--- config.mk ---
export PLATFORM = sky130hd
export DESIGN_NAME = ist_cell
export DESIGN_NICKNAME = d
export VERILOG_FILES = /design/src/design/ist_pkg.sv /design/src/design/ist_cell.sv
export SDC_FILE = /design/constraint.sdc
export NUM_CORES = 1
export LEC_CHECK = 0
export ABC_AREA = 0
export BUFFER_PORTS_ARGS = -buffer_cell sky130_fd_sc_hd__buf_2
export CAP_MARGIN = 20
export CORE_MARGIN = 1
export CORE_UTILIZATION = 43
export DETAILED_ROUTE_END_ITERATION = 7
export PLACE_DENSITY = 0.85
export SYNTH_ARGS = -nofsm -noshare
export SYNTH_HDL_FRONTEND = slang
export SYNTH_SLANG_ARGS = --single-unit
--- constraint.sdc ---
create_clock -name clk_i -period 2.6 [get_ports clk_i]
set_input_delay 0.13 -clock clk_i [delete_from_list [all_inputs] [get_ports clk_i]]
set_output_delay 0.13 -clock clk_i [all_outputs]
set_load 0.1 [all_outputs]
--- src/design/ist_pkg.sv ---
// ist_pkg: shared types and codes for the integer set table
// request/response payloads, action and status codes
// no dependencies
package ist_pkg;

  localparam int unsigned VALUE_W     = 32;
  localparam int unsigned ACTION_W    = 2;
  localparam int unsigned STATUS_W    = 2;
  localparam int unsigned POS_OUT_W   = 4;
  localparam int unsigned COUNT_OUT_W = 5;

  typedef enum logic [ACTION_W-1:0] {
    ACT_INSERT = 2'd0,
    ACT_DELETE = 2'd1,
    ACT_SEARCH = 2'd2
  } action_e;

  typedef enum logic [STATUS_W-1:0] {
    ST_OK      = 2'd0,
    ST_PRESENT = 2'd1,
    ST_ABSENT  = 2'd2,
    ST_FULL    = 2'd3
  } status_e;

  typedef struct packed {
    logic [ACTION_W-1:0]       action;
    logic signed [VALUE_W-1:0] value;
  } req_t;

  typedef struct packed {
    logic [STATUS_W-1:0]    status;
    logic [POS_OUT_W-1:0]   position;
    logic [COUNT_OUT_W-1:0] count;
  } rsp_t;

  // update strobes broadcast to every cell
  typedef struct packed {
    logic cmp; // compare on the incoming request
    logic ins; // write new value at the fill point
    logic del; // shift entries above the hit down by one
  } cell_ctrl_t;

endpackage

--- src/design/ist_cell.sv ---
// ist_cell: one slot of the set table, holds an entry and its match flag
// depends on ist_pkg for the control struct
module ist_cell import ist_pkg::*; #(
  parameter int unsigned IDX   = 0,
  parameter int unsigned CNT_W = 5,
  parameter int unsigned POS_W = 4
) (
  input  logic                      clk_i,
  input  logic                      rst_ni,
  input  cell_ctrl_t                ctrl_i,
  input  logic [CNT_W-1:0]          count_i,
  input  logic [POS_W-1:0]          hit_pos_i,
  input  logic signed [VALUE_W-1:0] cmp_value_i,
  input  logic signed [VALUE_W-1:0] ins_value_i,
  input  logic signed [VALUE_W-1:0] next_value_i,
  output logic signed [VALUE_W-1:0] value_o,
  output logic                      match_o
);

  logic signed [VALUE_W-1:0] value_q, value_d;
  logic                      match_q, match_d;
  logic                      occupied;
  logic                      shift;

  assign occupied = count_i > CNT_W'(IDX);
  // entries at or above the hit take their upper neighbor while it is occupied
  assign shift    = ctrl_i.del && (POS_W'(IDX) >= hit_pos_i) && (CNT_W'(IDX + 1) < count_i);

  always_comb begin
    value_d = value_q;
    if (ctrl_i.ins && (count_i == CNT_W'(IDX))) begin
      value_d = ins_value_i;
    end else if (shift) begin
      value_d = next_value_i;
    end
  end

  assign match_d = ctrl_i.cmp ? (occupied && (value_q == cmp_value_i)) : match_q;

  always_ff @(posedge clk_i) begin
    value_q <= value_d;
  end

  always_ff @(posedge clk_i or negedge rst_ni) begin
    if (!rst_ni) begin
      match_q <= 1'b0;
    end else begin
      match_q <= match_d;
    end
  end

  assign value_o = value_q;
  assign match_o = match_q;

endmodule

# Word-level counts from Yosys, hierarchy flattened
# Cells that the tools add are included.
[word_totals] n_memories=0 mem_bits_rw=0 elab_cells=14 in_bits=110 regBits=33 rom_bits=0 latch_bits=0
[classes] magnitude_cmp=3 n_shift=0 div=0 bitwise_logic=0 n_eq_ne=1 mul=0 reduce_logical=6 add_sub_neg=0 muxes=2
[ops] op="two-way mux 32 bit" count=2
[ops] op="== test 32 bit" count=1
[ops] op="> comparator 5 x 1 -> 1 bit (second input constant)" count=1
[ops] op="zero test 5 bit" count=1
[ops] op="less-than comparator 1 x 5 -> 1 bit (first input constant)" count=1
[ops] op="greater-or-equal comparator 1 x 4 -> 1 bit (first input constant)" count=1
[ops] op="logical AND 1 bit" count=4
[ops] op="nonzero test 2 bit" count=1

# Longest topological paths before layout
[depth] ltp_word=5 ltp_mapped=5 mapped_depth_nobuf=5

# Worst setup path before layout
# No wires, ideal clock.
[synth_path] path_kind="input port to flip-flop" start="in count_i[4]" end="reg value_q[0] (netlist: value_o[0]), enable pin" n_path_buf=1 setup_slack_ns=0.477 stages=5 t_required_ns=2.211 arrival_ns=1.734 setup_time_ns=0.389 path_cell_list="or4_4 > nor2_4 > nand2_4 > buf_6 > nand2_1"
[synth_between] elab_chain_cells=3 elab_cells_between_ends=5
[synth_lines] item="start, declared" line_no="ist_cell.sv:11" text="input logic [CNT_W-1:0] count_i,"
[synth_lines] item="less-than comparator 1 x 5 -> 1 bit / zero test 5 bit (equally long branches)" line_no="ist_cell.sv:27, ist_cell.sv:31"
[synth_lines] item="logical AND 1 bit, on equally long branches" line_no="ist_cell.sv:27, ist_cell.sv:31"
[synth_lines] item="nonzero test 2 bit (no line) *"
[synth_lines] item="end signal, assigned" line_no="ist_cell.sv:41" text="value_q <= value_d;"
[synth_lines] item="end, declared" line_no="ist_cell.sv:20" text="logic signed [VALUE_W-1:0] value_q, value_d;"
# Mark *: on every way between the ends. The rest lies on a longest branch, timed or not.
# A chain may end at the register's enable or synchronous reset.

# Final worst setup path
[layout_path] start="in count_i[4]" end="reg value_q[30] (netlist: value_o[30]), enable pin"
# Same word-level chain as after synthesis.

==> flow_summary.json <==
{
  "status": "finished, final reports clean",
  "vdd_ir_drop_max_v": 0.000370,
  "setup_viol": 0,
  "start_kind": "input pin",
  "rows": 23,
  "dr.first_iter.drc_count": 67,
  "grt-ovfl-total": 0,
  "yosys.area.top_type_share_pct": 50.2,
  "pwr-share-seq_pct": 44.9,
  "arrival_ps": 1750,
  "cts_tree": "yes",
  "critPathCaptureType": "register",
  "routedWlPerCell_microns": 13.9,
  "report.final.hold_viol_count": 0,
  "cts-root-buf": "clkbuf_8",
  "power_density_nw_per_um2": 488,
  "fmax_mhz": 560,
  "p_int_w": 0.00101,
  "synthArstFlopShare_pct": 3.03,
  "first_pass_iters": 4,
  "syn_to_final_growth_pct": 45.5,
  "p_sw_share_pct": 25.9,
  "synth_top_cell_by_area": "edfxtp_1",
  "dieHeight_microns": 68.7,
  "cts_num_sinks": 33,
  "die_area_sq_um": 4720,
  "p_sw_w": 0.000352,
  "start_util_pct": 46.2,
  "critical_path.max_fanout": 33,
  "critPathKind": "input pin to register",
  "clockBufferDepth": 2,
  "synth_area_sq_um": 1910,
  "setup_tns_ps": 0,
  "power_frac_clock_pct": 33.7,
  "diodes": 0,
  "yosys_warnings": 0,
  "synth_cell_types": 22,
  "skew_ps": 5.16,
  "routabilityCongestion": 0.820,
  "clk_pin_slew_worst_paths_ps": 60,
  "dpl.hpwl_mm": 3.84,
  "p_leak_nw": 1.40,
  "power_w": 0.00136,
  "synth_commonest_cells": "edfxtp_1 (32), mux2_4 (29), xor2_1 (27)",
  "grtUsageTotal_pct": 19.1,
  "period_share_pct": 68.7,
  "wl_mm": 4.52,
  "synthesis.nets": 234,
  "die_w_microns": 68.7,
  "clk_latency_ps": 280,
  "postSynthAreaPerCell_sq_um": 15.4,
  "worst_pin_slew_ps": 587,
  "whs_ps": 136,
  "drcViolationCount": 0,
  "htree_levels": 2,
  "yosysMostFrequentCell": "edfxtp_1",
  "synth_seq_cells": 33,
  "place_inst": 315,
  "first_global_vias": 1543,
  "synth.yosys.seq_area_share_pct": 51.5,
  "drive_above_1_share_pct": 67.5,
  "core-area_sq_um": 4140,
  "netlist_top_cells_area": "edfxtp_1 (50%), mux2_4 (23%), xor2_1 (12%)",
  "synth_flop_cell": "edfxtp_1",
  "vias": 1563,
  "min_period_ps": 1790,
  "ant_nets": 0,
  "maxCapViolations": 0,
  "io_pins": 143,
  "grt_pass1_wl_mm": 6.43,
  "syn_inst": 124,
  "final_util_pct": 67.2,
  "synth_edf_count": 32,
  "relSlewSlack_pct": 60.8,
  "cts_buffers": 5,
  "final_cells": 324,
  "report.final.slew_viol_count": 0,
  "pwr-share-comb_pct": 21.4,
  "io_buffers": 142,
  "required_ps": 2560,
  "ctsResizeCount": 0,
  "hold_path_class": "input pin to asynchronous set/reset pin",
  "grt_max_degree": 34,
  "grt_antenna_before_repair": 0,
  "drt-vias-per-instance": 4.82,
  "nets": 383,
  "rsz0062_at_grt": "false"
}
path summary, 6_finish.rpt:
| path | startpoint | endpoint | slack [ps] | cells past startpoint |
|---|---|---|---|---|
| min | rst_ni | match_o | 140 | 2 |
| min in group clk_i | ctrl_i[2] | match_o | 140 | 3 |
| max | count_i[4] | value_o[30] | 810 | 6 |
| max in group asynchronous | rst_ni | match_o | 2370 | 2 |
| max reg2reg | value_o[8] | match_o | 1140 | 4 |
| min reg2reg | match_o | match_o | 500 | 2 |
through the flow:
stage / setup WS (ps) / area, sq um
floorplan: 477 / 1910
global placement: 593 / 2670
detailed placement: 505 / 2670
CTS: 803 / 2780
global route: 731 / 2780
finish: 814 / 2780
layout by cell type, fill, tap and decap left out:
| master | Yosys | final |
|---|---|---|
| buf_2 | 0 | 142 |
| edfxtp_1 | 32 | 32 |
| mux2_4 | 29 | 29 |
| xor2_1 | 27 | 27 |
| nor4_1 | 8 | 8 |
| inv_1 | 5 | 5 |
| clkbuf_8 | 0 | 5 |
| mux2_2 | 3 | 3 |
| nand3_1 | 2 | 2 |
| o2bb2ai_1 | 2 | 2 |
| buf_4 | 0 | 2 |
| or4_4 | 1 | 1 |
| nor2_4 | 1 | 1 |
| nand2_4 | 1 | 1 |
| nand2_1 | 1 | 1 |
| o22ai_1 | 1 | 1 |
| a222oi_1 | 1 | 1 |
| nand3b_1 | 1 | 1 |
| nor3_1 | 1 | 1 |
| o21ai_0 | 1 | 1 |
| nand4_1 | 1 | 1 |
| nand2b_1 | 1 | 1 |
| o31ai_1 | 1 | 1 |
| clkinv_1 | 0 | 1 |
| bufinv_16 | 0 | 1 |
| clkbuf_1 | 0 | 1 |
| dlygate4sd3_1 | 0 | 1 |
| dfrtp_1 | 1 | 1 |
cells by family after synthesis:
group | Yosys count | synth area share [%]
flops | 33 | 51.5
simple gates | 18 | 6.41
xor+xnor | 27 | 12.4
compound gates | 6 | 2.42
buf+inv | 8 | 2.75
mux | 32 | 24.5
repair_timing:
action,CTS,global route
endpoints found under the hold margin,1,0
setup buffers,0,0
hold buffers,1,0
per-layer routing:
metal | track usage, % | wire, microns | part of all wire [%]
met1 | 19.6 | 1600 | 35
met2 | 37.6 | 2520 | 56
met3 | 3.95 | 335 | 7.4
met4 | 6.89 | 60 | 1.3
met5 | 0 | 0 | 0
worst max-delay path, cell delays in order:
cell     delay, ps
buf_2          100
or4_4          550
nor2_4         130
nand2_4        330
nand2_1        220
buf_4          290
cell type report:
class                           instances  area, sq um
Clock buffer                            6         72.6
Clock inverter                          2         33.8
Fill cell                             329         1360
Inverter                                5         18.8
Multi-Input combinational cell         83          875
Sequential cell                        33          986
Tap cell                               50         62.6
Timing Repair Buffer                  145          736
flip-flops by register name (all words and copies together), names as in the netlist:
signal	cells
value_o	32
match_o	1
power groups by stage:
stage	Sequential [W]	Combinational (W)	Clock, W
global placement	0.000622	0.000284	0
floorplan	0.000725	0.0000770	0
global route	0.000613	0.000309	0.000490
finish	0.000611	0.000291	0.000457
CTS	0.000611	0.000293	0.000469
detailed placement	0.000623	0.000291	0
Power figures use the tool's default switching activity.
